**config.mk**
```make
export PLATFORM = sky130hd
export DESIGN_NAME = led_strip_pwm_slot_encoder_core
export DESIGN_NICKNAME = d
export VERILOG_FILES = /design/src/hw/rtl/lspse_pkg.sv /design/src/hw/rtl/led_strip_pwm_slot_encoder_core.sv /design/src/hw/rtl/lspse_frame_store.sv /design/src/hw/rtl/lspse_slot_unit.sv
export VERILOG_INCLUDE_DIRS = /design/src /design/src/hw/rtl
export SDC_FILE = /design/constraint.sdc
export NUM_CORES = 1
export LEC_CHECK = 0
export BUFFER_PORTS_ARGS = -buffer_cell sky130_fd_sc_hd__buf_2
export CORE_MARGIN = 2
export CORE_UTILIZATION = 60
export DETAILED_ROUTE_END_ITERATION = 7
export PLACE_DENSITY = 0.78
export REMOVE_ABC_BUFFERS = 1
export SYNTH_ARGS = -nofsm -noshare
export SYNTH_HDL_FRONTEND = slang
export SYNTH_SLANG_ARGS = --single-unit
export TNS_END_PERCENT = 100
```
**constraint.sdc**
```tcl
create_clock -name clk -period 4.55 [get_ports clk]
set_clock_uncertainty 0.1 [all_clocks]
set_input_delay 0.91 -clock clk [delete_from_list [all_inputs] [get_ports clk]]
set_output_delay 0.91 -clock clk [all_outputs]
set_load 0.02 [all_outputs]
```
**src/hw/rtl/led_strip_pwm_slot_encoder_core_macros.svh**
```systemverilog
// assertion macros shared by the encoder rtl
// the clocking and reset names clk and rst_n are taken from the module that uses them
`ifndef LED_STRIP_PWM_SLOT_ENCODER_CORE_MACROS_SVH
`define LED_STRIP_PWM_SLOT_ENCODER_CORE_MACROS_SVH

`ifndef SYNTHESIS

// property that must hold in the same cycle as its trigger
`define LSPSE_ASSERT_NOW(lbl, ante, cons, msg) \
    lbl: assert property (@(posedge clk) disable iff (!rst_n) (ante) |-> (cons)) \
        else $error(msg);

// property that must hold in the cycle after its trigger
`define LSPSE_ASSERT_NEXT(lbl, ante, cons, msg) \
    lbl: assert property (@(posedge clk) disable iff (!rst_n) (ante) |=> (cons)) \
        else $error(msg);

`else

`define LSPSE_ASSERT_NOW(lbl, ante, cons, msg)

`define LSPSE_ASSERT_NEXT(lbl, ante, cons, msg)

`endif

`endif

```
**src/hw/rtl/lspse_pkg.sv**
```systemverilog
package lspse_pkg;

    // default matrix size
    localparam int DEFAULT_MATRIX_WIDTH  = 32;
    localparam int DEFAULT_MATRIX_HEIGHT = 1;

    // bit slots sent per led
    localparam int SLOTS_PER_LED = 24;
    localparam int SLOT_CNT_W    = 5;

    // register reset values
    localparam logic [7:0] ONE_COMPARE_RST  = 8'd69;
    localparam logic [7:0] ZERO_COMPARE_RST = 8'd34;
    localparam logic [7:0] IDLE_COMPARE_RST = 8'd0;
    localparam logic [3:0] RESET_SLOTS_RST  = 4'd3;

    // register indexes on the config port
    localparam logic [1:0] REG_ONE_COMPARE  = 2'd0;
    localparam logic [1:0] REG_ZERO_COMPARE = 2'd1;
    localparam logic [1:0] REG_IDLE_COMPARE = 2'd2;
    localparam logic [1:0] REG_RESET_SLOTS  = 2'd3;

    // command function codes
    localparam logic FUNC_SET_COLOR = 1'b0;
    localparam logic FUNC_REFILL    = 1'b1;

    // input transaction
    typedef struct packed {
        logic        func;
        logic [7:0]  col;
        logic [7:0]  row;
        logic [23:0] rgb;
        logic        half;
    } cmd_t;

    // result transaction
    typedef struct packed {
        logic [5:0] slot;
        logic [7:0] compare_value;
        logic       last;
    } result_t;

    // compare values handed to the slot unit
    typedef struct packed {
        logic [7:0] one_compare;
        logic [7:0] zero_compare;
        logic [7:0] idle_compare;
    } cmp_cfg_t;

    // load request from the sequencer to the slot unit
    typedef struct packed {
        logic        load;
        logic        idle;
        logic        half;
        logic [23:0] color;
    } slot_load_t;

    // reorder a color into wire order, first bit sent at the msb: green, red, blue
    function automatic logic [23:0] wire_order(input logic [23:0] rgb);
        return {rgb[15:8], rgb[23:16], rgb[7:0]};
    endfunction

endpackage

```
**src/hw/rtl/led_strip_pwm_slot_encoder_core.sv**
```systemverilog
// WS2812-style bit slot encoder with a frame store of MATRIX_WIDTH x MATRIX_HEIGHT
// 24-bit colors. A command is taken when start is high and busy is low. A set-color
// command writes one color and returns to idle with no result. A refill command
// reads the frame store, then loads the bit shifter, then gives 24
// results on consecutive cycles, one per cycle with strobe high, last on the 24th.
// The receiver cannot stall: each result is on the ports for one cycle only. After
// reset the frame store is cleared one led per cycle with busy high; the config
// port is live during that pass.
`include "led_strip_pwm_slot_encoder_core_macros.svh"

module led_strip_pwm_slot_encoder_core
    import lspse_pkg::*;
#(
    parameter int MATRIX_WIDTH  = DEFAULT_MATRIX_WIDTH,
    parameter int MATRIX_HEIGHT = DEFAULT_MATRIX_HEIGHT
)
(
    input  logic        clk,
    input  logic        rst_n,
    input  logic        start,
    output logic        busy,
    input  cmd_t        cmd,
    output result_t     result,
    output logic        strobe,
    input  logic        psel,
    input  logic        penable,
    input  logic        pwrite,
    input  logic [3:0]  paddr,
    input  logic [31:0] pwdata,
    output logic [31:0] prdata,
    output logic        pready
);

    localparam int LED_TOTAL = MATRIX_WIDTH * MATRIX_HEIGHT;
    localparam int ADDR_W    = (LED_TOTAL > 1) ? $clog2(LED_TOTAL) : 1;
    localparam int PTR_W     = $clog2(LED_TOTAL + 16);

    localparam logic [2:0] ST_IDLE  = 3'd0;
    localparam logic [2:0] ST_CLEAR = 3'd1;
    localparam logic [2:0] ST_WRITE = 3'd2;
    localparam logic [2:0] ST_READ  = 3'd3;
    localparam logic [2:0] ST_LOAD  = 3'd4;
    localparam logic [2:0] ST_EMIT  = 3'd5;

    logic [2:0]        state_reg;
    logic [2:0]        state_next;
    logic [ADDR_W-1:0] clr_reg;
    logic [ADDR_W-1:0] clr_next;
    logic [PTR_W-1:0]  ptr_reg;
    logic [PTR_W-1:0]  ptr_next;
    cmd_t              cmd_reg;
    cmd_t              cmd_next;
    logic [7:0]        one_cmp_reg;
    logic [7:0]        zero_cmp_reg;
    logic [7:0]        idle_cmp_reg;
    logic [3:0]        slots_reg;

    logic              accept;
    logic              cfg_wr;
    logic [16:0]       lin_addr;
    logic              in_range;
    logic              ptr_idle;
    logic [PTR_W:0]    ptr_inc;
    logic [PTR_W:0]    ptr_limit;
    logic              wr_en;
    logic [ADDR_W-1:0] wr_addr;
    logic [23:0]       wr_data;
    logic              rd_en;
    logic [23:0]       rd_data;
    slot_load_t        ld;
    cmp_cfg_t          cmp_cfg;

    assign accept = start && !busy;
    assign busy   = (state_reg != ST_IDLE);

    // config port
    assign pready = 1'b1;
    assign cfg_wr = psel && penable && pwrite && pready;

    always_ff @(posedge clk or negedge rst_n)
    begin
        if (!rst_n)
        begin
            one_cmp_reg  <= ONE_COMPARE_RST;
            zero_cmp_reg <= ZERO_COMPARE_RST;
            idle_cmp_reg <= IDLE_COMPARE_RST;
            slots_reg    <= RESET_SLOTS_RST;
        end
        else if (cfg_wr)
        begin
            unique case (paddr[3:2])
                REG_ONE_COMPARE:  one_cmp_reg  <= pwdata[7:0];
                REG_ZERO_COMPARE: zero_cmp_reg <= pwdata[7:0];
                REG_IDLE_COMPARE: idle_cmp_reg <= pwdata[7:0];
                REG_RESET_SLOTS:  slots_reg    <= pwdata[3:0];
                default:          ;
            endcase
        end
    end

    // register readback
    always_comb
    begin
        unique case (paddr[3:2])
            REG_ONE_COMPARE:  prdata = {24'd0, one_cmp_reg};
            REG_ZERO_COMPARE: prdata = {24'd0, zero_cmp_reg};
            REG_IDLE_COMPARE: prdata = {24'd0, idle_cmp_reg};
            REG_RESET_SLOTS:  prdata = {28'd0, slots_reg};
            default:          prdata = '0;
        endcase
    end

    // led address of a set-color command
    assign lin_addr = 17'(cmd_reg.col) + 17'(cmd_reg.row) * 17'(MATRIX_WIDTH);
    assign in_range = (9'(cmd_reg.col) < 9'(MATRIX_WIDTH))
                   && (9'(cmd_reg.row) < 9'(MATRIX_HEIGHT));

    // led pointer step and wrap after the idle refills
    assign ptr_idle  = (ptr_reg >= PTR_W'(LED_TOTAL));
    assign ptr_inc   = (PTR_W + 1)'(ptr_reg) + 1'b1;
    assign ptr_limit = (PTR_W + 1)'(LED_TOTAL) + (PTR_W + 1)'(slots_reg);

    // sequencer
    always_comb
    begin
        state_next = state_reg;
        clr_next   = clr_reg;
        ptr_next   = ptr_reg;
        cmd_next   = cmd_reg;
        unique case (state_reg)
            ST_IDLE:
            begin
                if (accept)
                begin
                    cmd_next   = cmd;
                    state_next = (cmd.func == FUNC_REFILL) ? ST_READ : ST_WRITE;
                end
            end
            ST_CLEAR:
            begin
                clr_next = clr_reg + 1'b1;
                if (clr_reg == ADDR_W'(LED_TOTAL - 1))
                begin
                    clr_next   = '0;
                    state_next = ST_IDLE;
                end
            end
            ST_WRITE:
            begin
                state_next = ST_IDLE;
            end
            ST_READ:
            begin
                state_next = ST_LOAD;
            end
            ST_LOAD:
            begin
                ptr_next   = (ptr_inc >= ptr_limit) ? '0 : ptr_inc[PTR_W-1:0];
                state_next = ST_EMIT;
            end
            ST_EMIT:
            begin
                if (strobe && result.last)
                begin
                    state_next = ST_IDLE;
                end
            end
            default:
            begin
                state_next = ST_IDLE;
            end
        endcase
    end

    always_ff @(posedge clk or negedge rst_n)
    begin
        if (!rst_n)
        begin
            state_reg <= ST_CLEAR;
            clr_reg   <= '0;
            ptr_reg   <= '0;
        end
        else
        begin
            state_reg <= state_next;
            clr_reg   <= clr_next;
            ptr_reg   <= ptr_next;
        end
    end

    always_ff @(posedge clk)
    begin
        cmd_reg <= cmd_next;
    end

    // frame store ports: clearing pass or color write, pointer read
    always_comb
    begin
        if (state_reg == ST_CLEAR)
        begin
            wr_en   = 1'b1;
            wr_addr = clr_reg;
            wr_data = '0;
        end
        else
        begin
            wr_en   = (state_reg == ST_WRITE) && in_range;
            wr_addr = lin_addr[ADDR_W-1:0];
            wr_data = cmd_reg.rgb;
        end
    end

    assign rd_en = (state_reg == ST_READ) && !ptr_idle;

    lspse_frame_store #(
        .DEPTH  (LED_TOTAL),
        .ADDR_W (ADDR_W)
    ) u_frame_store (
        .clk     (clk),
        .wr_en   (wr_en),
        .wr_addr (wr_addr),
        .wr_data (wr_data),
        .rd_en   (rd_en),
        .rd_addr (ptr_reg[ADDR_W-1:0]),
        .rd_data (rd_data)
    );

    // bit shifter load
    always_comb
    begin
        ld.load  = (state_reg == ST_LOAD);
        ld.idle  = ptr_idle;
        ld.half  = cmd_reg.half;
        ld.color = ptr_idle ? 24'd0 : rd_data;
    end

    assign cmp_cfg.one_compare  = one_cmp_reg;
    assign cmp_cfg.zero_compare = zero_cmp_reg;
    assign cmp_cfg.idle_compare = idle_cmp_reg;

    lspse_slot_unit u_slot_unit (
        .clk    (clk),
        .rst_n  (rst_n),
        .ld     (ld),
        .cfg    (cmp_cfg),
        .result (result),
        .strobe (strobe)
    );

    // checks
    `LSPSE_ASSERT_NOW(a_strobe_in_emit, strobe, state_reg == ST_EMIT, "result outside emit")
    `LSPSE_ASSERT_NEXT(a_run_contiguous, strobe && !result.last, strobe, "result run broken")
    `LSPSE_ASSERT_NEXT(a_last_ends, strobe && result.last, state_reg == ST_IDLE && !strobe, "no return to idle after last slot")
    `LSPSE_ASSERT_NEXT(a_refill_reads, accept && cmd.func == FUNC_REFILL, state_reg == ST_READ, "refill did not start a read")

endmodule

```
**src/hw/rtl/lspse_frame_store.sv**
```systemverilog
module lspse_frame_store
    import lspse_pkg::*;
#(
    parameter int DEPTH  = DEFAULT_MATRIX_WIDTH * DEFAULT_MATRIX_HEIGHT,
    parameter int ADDR_W = (DEPTH > 1) ? $clog2(DEPTH) : 1
)
(
    input  logic              clk,
    input  logic              wr_en,
    input  logic [ADDR_W-1:0] wr_addr,
    input  logic [23:0]       wr_data,
    input  logic              rd_en,
    input  logic [ADDR_W-1:0] rd_addr,
    output logic [23:0]       rd_data
);

    logic [23:0] mem [DEPTH];

    // single write port
    always_ff @(posedge clk)
    begin
        if (wr_en)
        begin
            mem[wr_addr] <= wr_data;
        end
    end

    // registered read port
    always_ff @(posedge clk)
    begin
        if (rd_en)
        begin
            rd_data <= mem[rd_addr];
        end
    end

endmodule

```
**src/hw/rtl/lspse_slot_unit.sv**
```systemverilog
module lspse_slot_unit
    import lspse_pkg::*;
(
    input  logic       clk,
    input  logic       rst_n,
    input  slot_load_t ld,
    input  cmp_cfg_t   cfg,
    output result_t    result,
    output logic       strobe
);

    logic [23:0]           shift_reg;
    logic [23:0]           shift_next;
    logic [SLOT_CNT_W-1:0] cnt_reg;
    logic [SLOT_CNT_W-1:0] cnt_next;
    logic                  active_reg;
    logic                  active_next;
    logic                  idle_reg;
    logic                  idle_next;
    logic                  half_reg;
    logic                  half_next;
    logic                  at_end;

    assign at_end = (cnt_reg == SLOT_CNT_W'(SLOTS_PER_LED - 1));

    // load a color, then shift one bit out per cycle
    always_comb
    begin
        shift_next  = shift_reg;
        cnt_next    = cnt_reg;
        active_next = active_reg;
        idle_next   = idle_reg;
        half_next   = half_reg;
        if (ld.load)
        begin
            shift_next  = wire_order(ld.color);
            cnt_next    = '0;
            active_next = 1'b1;
            idle_next   = ld.idle;
            half_next   = ld.half;
        end
        else if (active_reg)
        begin
            shift_next = {shift_reg[22:0], 1'b0};
            cnt_next   = cnt_reg + 1'b1;
            if (at_end)
            begin
                active_next = 1'b0;
            end
        end
    end

    always_ff @(posedge clk or negedge rst_n)
    begin
        if (!rst_n)
        begin
            cnt_reg    <= '0;
            active_reg <= 1'b0;
        end
        else
        begin
            cnt_reg    <= cnt_next;
            active_reg <= active_next;
        end
    end

    always_ff @(posedge clk)
    begin
        shift_reg <= shift_next;
        idle_reg  <= idle_next;
        half_reg  <= half_next;
    end

    // compare select and slot position
    always_comb
    begin
        result.slot = half_reg ? (6'(SLOTS_PER_LED) + 6'(cnt_reg)) : 6'(cnt_reg);
        if (idle_reg)
        begin
            result.compare_value = cfg.idle_compare;
        end
        else if (shift_reg[23])
        begin
            result.compare_value = cfg.one_compare;
        end
        else
        begin
            result.compare_value = cfg.zero_compare;
        end
        result.last = at_end;
    end

    assign strobe = active_reg;

endmodule

```
==> results.sh, run 1 <==
export IMPL_outcome="finished clean"
export IMPL_ys_types=59
export IMPL_ys_seq_elements=907
export IMPL_diodes=0
export IMPL_total_leakage_power_nw=13.5
export IMPL_first_global_vias=18900
export IMPL_drive_gt1_frac=0.270
export IMPL_clkTransAtPathRegs_ps=60
export IMPL_use_met1=0.328
export IMPL_hold_buffers=0
export IMPL_syn2layout_area_growth_pct=10.9
export IMPL_min_to="cmd_reg[10]"
export IMPL_required_ps=4760
export IMPL_ant_nets=0
export IMPL_hp_start="cmd[10]"
export IMPL_critPathLaunchType="register"
export IMPL_root_buffer="clkbuf_16"
export IMPL_tightest_slew_ps=1280
export IMPL_fin_nets=2103
export IMPL_portBuffers=82
export IMPL_synth_avg_cell_area_um2=19.1
export IMPL_ir_drop_mv=0.511
export IMPL_grtUsageTotal=0.248
export IMPL_clock_latency_ps=650
export IMPL_drv_slew=0
export IMPL_largest_reg_flops=768
export IMPL_htreeDepth=3
export IMPL_path_delay_family="simple AND/OR/NAND/NOR gates"
export IMPL_cts_tree="done"
export IMPL_crit_path_max_incr_delay_ps=540
export IMPL_setup_viol=0
export IMPL_path_class="register to register"
export IMPL_fp_coreArea_um2=59100
export IMPL_hpwl_mm=42.0
export IMPL_routedWlPerCell_um=26.8
export IMPL_cp_cell_sequence="nor4_1 -> a31oi_1 -> nor3b_1 -> nor2b_1 -> nand2_1 -> nor2_2 -> buf_4"
export IMPL_finalWeightedCongestion=0.835
export IMPL_rsz0062_at_grt="false"
export IMPL_grt_max_degree=72
export IMPL_dp_cells=2693
export IMPL_reg2reg_slack_ps=1310
export IMPL_die_x_um=249
export IMPL_r2r_end="u_frame_store.mem[1][22]"
export IMPL_drc=0
export IMPL_start_util=0.609
export IMPL_r2r_start="cmd_reg[29]"
export IMPL_grtUsageMet3=0.0396
export IMPL_dieHeight_um=249
export IMPL_slowest_stage="nor3b_1"
export IMPL_io_pins=134
export IMPL_grt_overflow=0
export IMPL_ys_async_sr_fraction=0.0529
export IMPL_r2r_worst_path_cells=7
export IMPL_hold_ws_ps=333
export IMPL_yosys_warnings=0
export IMPL_ys_seq_area_frac=0.750
export IMPL_stdcell_count=2850
export IMPL_finalCritPeriodShare=0.713
export IMPL_vias_per_cell=6.38
export IMPL_drt_wl_total_mm=76.3
export IMPL_worst_path_max_fanout=19
export IMPL_clock_sinks=907
export IMPL_cts_setup_buffers=0
export IMPL_num_vias=18200
export IMPL_dr_pass1_iters=7
export IMPL_period_needed_ps=3240
export IMPL_holdPathStages=1
export IMPL_syn_area_um2=36000
export IMPL_cp_end_kind="register"
export IMPL_cap_violations=0
export IMPL_cts_resized=0
export IMPL_p_per_area_nw_per_um2=596
export IMPL_fp_row_count=89
export IMPL_worst_path_buf_inv=1
export IMPL_top_usage_layer="met2"
export IMPL_clock_fmax_ghz=0.308
export IMPL_globalRouteMet2Util=0.423
export IMPL_hold_viol=0
export IMPL_grt_pass1_wl_mm=114
export IMPL_hp_class="input pin to register"
export IMPL_cts_max_path_buffers=3
export IMPL_antenna_found_initial=0
export IMPL_die_area_um2=62000
export IMPL_synth_edf_count=859
export IMPL_startpoint="cmd_reg[29]"
export IMPL_drt_iter0_markers=1990
export IMPL_cts_buffers=87
export IMPL_syn_inst=1885
export IMPL_max_slew_margin_rel=0.142
export IMPL_crit_arrival_ps=3450
export IMPL_synth_flop_cell="edfxtp_1"
metrics by stage:
step                      total power [mW]   util  instance area [um2]  TNS, ps  setup slack, ps
after floorplan                       15.0      -                35200  -167670            -6280
after global placement                16.7  0.628                37200        0             1390
after detailed placement              17.0  0.628                37200        0             1390
after CTS                             23.9  0.675                39900        0             1370
after global routing                  24.7  0.675                39900        0             1180
final                                 23.8  0.675                39900        0             1310
cell families after synthesis:
kind of cell | synth area share
AO/OA/AOI/OAI | 0.0356
XOR/XNOR | 0.00170
adder cells (fa/ha/maj) | 0.00347
buffers and inverters | 0.0265
flip-flops | 0.750
multiplexers | 0.140
other | 0.000209
AND/OR/NAND/NOR | 0.0421
layout make-up:
class                      instances  area (um2)
tap                              773         967
inverter                          15        56.3
fill                            3566       19200
timing repair buffer             139         876
clock buffer                     114        2340
sequential                       907       27000
clock inverter                    43         439
multi-input combinational        859        8240
worst max path at each step:
stage / endpoint / depth (start not counted) / slack (ps)
CTS: u_frame_store.mem[1][10] / 7 / 1370
detailed placement: u_frame_store.mem[5][3] / 7 / 1390
floorplan: ptr_reg[3] / 8 / -6280
finish: u_frame_store.mem[1][22] / 7 / 1310
global placement: u_frame_store.mem[5][10] / 7 / 1390
global route: u_frame_store.mem[1][10] / 7 / 1180
layout by cell type (no fill, tap or decap), types with 16 or more instances in the layout:
cell       Yosys  layout
edfxtp_1     859     859
mux2_2       121     121
mux4_2       100     100
clkbuf_16      0      89
mux2i_1       87      87
nand2_1       87      87
buf_2         33      82
o22ai_1       74      74
buf_4         37      54
mux2_1        51      51
dfrtp_1       40      37
nor2_2         0      34
nand3b_1      29      29
a21oi_1       27      27
and2_1        25      25
conb_1         2      25
a22o_1        24      24
o221ai_1      24      24
o21ai_0       23      23
nor4_2        23      23
clkbuf_1      36      23
nor2_1        52      17
clkinv_2       0      16
power breakdown:
group	internal, mW	switching (mW)	leakage (nW)
logic	2.03	3.42	3.66
clock network	3.94	3.02	1.36
registers	11.0	0.450	8.44
Yosys cell counts (25+ instances only):
library cell / instances / area, um2
edfxtp_1: 859 / 25800
mux2_2: 121 / 1360
mux4_2: 100 / 2250
mux2i_1: 87 / 871
nand2_1: 87 / 327
o22ai_1: 74 / 463
nor2_1: 52 / 195
mux2_1: 51 / 574
dfrtp_1: 40 / 1000
buf_4: 37 / 278
clkbuf_1: 36 / 135
buf_2: 33 / 165
nand3b_1: 29 / 218
a21oi_1: 27 / 135
and2_1: 25 / 156
per-layer routing:
metal,vias to the layer above,routed length [um]
met5,-,0
met4,0,2000
met3,152,5310
met2,854,39400
met1,9413,29600
li1,7775,-
Power figures use the tool's default switching activity.
==> run 2, diff against run 1 <==
==> constraint.sdc (replaced) <==
create_clock -name clk -period 3.1 [get_ports clk]
set_clock_uncertainty 0.1 [all_clocks]
set_input_delay 0.62 -clock clk [delete_from_list [all_inputs] [get_ports clk]]
set_output_delay 0.62 -clock clk [all_outputs]
set_load 0.02 [all_outputs]
==> run 2 against run 1 <==
Against the previous run: critical path depth did not move; hold slack got worse by 290 ps; sequential share of layout area fell by 0.86 points; cell area rose by 1.3%; global-route usage rose by 0.43 points; clock power rose by 47%; register-to-register slack got worse by 1200 ps; flip-flop and latch count did not move; critical endpoint is now u_frame_store.mem[23][6]; cell count rose by 0.81%; combinational power rose by 54%; largest power group unchanged; count of clock-buffer cells in the layout fell by 9; highest routed layer unchanged; core utilization rose by 0.87 points.
==> results.sh, run 2 (same netlist as run 1, synthesis figures left out) <==
export IMPL_critPathLaunchType="register"
export IMPL_worst_path_max_fanout=15
export IMPL_clock_latency_ps=650
export IMPL_drive_gt1_frac=0.278
export IMPL_routedWlPerCell_um=27.0
export IMPL_multi_input_area_um2=8240
export IMPL_hold_buffers=0
export IMPL_fillers=3551
export IMPL_crit_path_max_incr_delay_ps=520
export IMPL_fin_nets=2130
export IMPL_fin_total_pwr_mw=35.2
export IMPL_p_per_area_nw_per_um2=869
export IMPL_ir_drop_mv=0.988
export IMPL_fp_row_count=89
export IMPL_fp_coreArea_um2=59100
export IMPL_pre_cts_ws_ps=227
export IMPL_rsz0062_at_grt="false"
export IMPL_cts_setup_buffers=0
export IMPL_hold_ws_ps=41.4
export IMPL_cap_violations=0
export IMPL_required_ps=3320
export IMPL_drt_wl_total_mm=77.5
export IMPL_clock_fmax_ghz=0.334
export IMPL_cts_resized=0
export IMPL_finalWeightedCongestion=0.831
export IMPL_drv_slew=0
export IMPL_setup_tns_final_ps=0
export IMPL_fin_util=0.684
export IMPL_start_util=0.609
export IMPL_grt_max_degree=74
export IMPL_clkTransAtPathRegs_ps=60
export IMPL_dieHeight_um=249
export IMPL_slowest_stage="nor3b_1"
export IMPL_die_area_um2=62000
export IMPL_dr_pass1_iters=8
export IMPL_finalCritPeriodShare=0.965
export IMPL_cts_tree="done"
export IMPL_path_delay_family="simple AND/OR/NAND/NOR gates"
export IMPL_grtUsageTotal=0.252
export IMPL_cp_end_kind="register"
export IMPL_die_x_um=249
export IMPL_stdcell_count=2873
export IMPL_hpwl_mm=43.0
export IMPL_io_pins=134
export IMPL_period_needed_ps=2990
export IMPL_outcome="finished clean"
export IMPL_setup_viol=0
export IMPL_vias_per_cell=6.39
export IMPL_first_global_vias=18700
export IMPL_total_leakage_power_nw=13.7
export IMPL_fin_area_um2=40500
export IMPL_tightest_slew_ps=1330
export IMPL_root_buffer="clkbuf_16"
export IMPL_grt_pass1_wl_mm=116
export IMPL_drt_iter0_markers=2238
export IMPL_syn2layout_area_growth_pct=12.3
export IMPL_cp_cell_sequence="nor4_1 -> a31oi_1 -> nor3b_1 -> nor2b_1 -> nand2_1 -> nor2_2 -> buf_4"
export IMPL_antenna_found_initial=1
export IMPL_clock_sinks=907
export IMPL_num_vias=18400
export IMPL_dp_cells=2722
export IMPL_dpl_cell_area_um2=37800
export IMPL_hp_class="input pin to register"
export IMPL_diodes=0
export IMPL_path_class="register to register"
export IMPL_max_slew_margin_rel=0.109
export IMPL_ant_nets=0
export IMPL_worst_path_buf_inv=1
export IMPL_cts_buffers=85
export IMPL_final_cell_mix="edfxtp_1, mux2_2, mux4_2"
export IMPL_hold_viol=0
export IMPL_grt_overflow=0
export IMPL_setup_ws_ps=109
export IMPL_final_common_cell="edfxtp_1"
export IMPL_htreeDepth=3
export IMPL_cts_max_path_buffers=3
export IMPL_regArea_um2=27000
export IMPL_portBuffers=82
export IMPL_largest_reg_flops=768
export IMPL_crit_arrival_ps=3210
export IMPL_drc=0
==> run 2: changes by cell type in the layout (fill, tap and decap cells not counted), moves of 2 or more <==
cell / change
buf_12: +30
clkbuf_1: -6
clkinv_1: +5
clkinv_16: -4
bufinv_16: +3
inv_6: -3
clkbuf_16: -2
clkinv_8: +2
==> run 2: path summary, 6_finish.rpt <==
kind                       slack, ps  cells past startpoint                        to        start
min reg2reg                      330                      0      u_slot_unit.half_reg   cmd_reg[0]
max in group asynchronous       1960                      1                ptr_reg[2]        rst_n
max reg2reg                      110                      7  u_frame_store.mem[23][6]  cmd_reg[29]
min in group asynchronous        120                      1           zero_cmp_reg[0]        rst_n
min                               40                      1                cmd_reg[6]       cmd[6]
max                              110                      7  u_frame_store.mem[23][6]  cmd_reg[29]
==> run 2: area by class of cell <==
class	instances	share of cell area
inverter	15	0.00139
sequential	907	0.668
timing repair buffer	168	0.0363
tap	773	0.0239
multi-input combinational	859	0.204
clock buffer	105	0.0557
clock inverter	46	0.0111
==> run 2: layer usage <==
metal,share of wire,up-vias,wire length [um],GRT usage
met3,0.072,136,5600,0.0427
met4,0.027,0,2100,0.0809
met2,0.51,848,39700,0.428
met5,0,-,0,0
li1,-,7830,-,-
met1,0.39,9550,30000,0.338
==> run 2: power by group <==
part           switching [mW]  leakage [nW]  internal [mW]  total [mW]
clock                    4.34          1.33           5.83        10.2
combinational            5.20          3.91           3.21        8.40
sequential              0.508          8.44           16.1        16.6
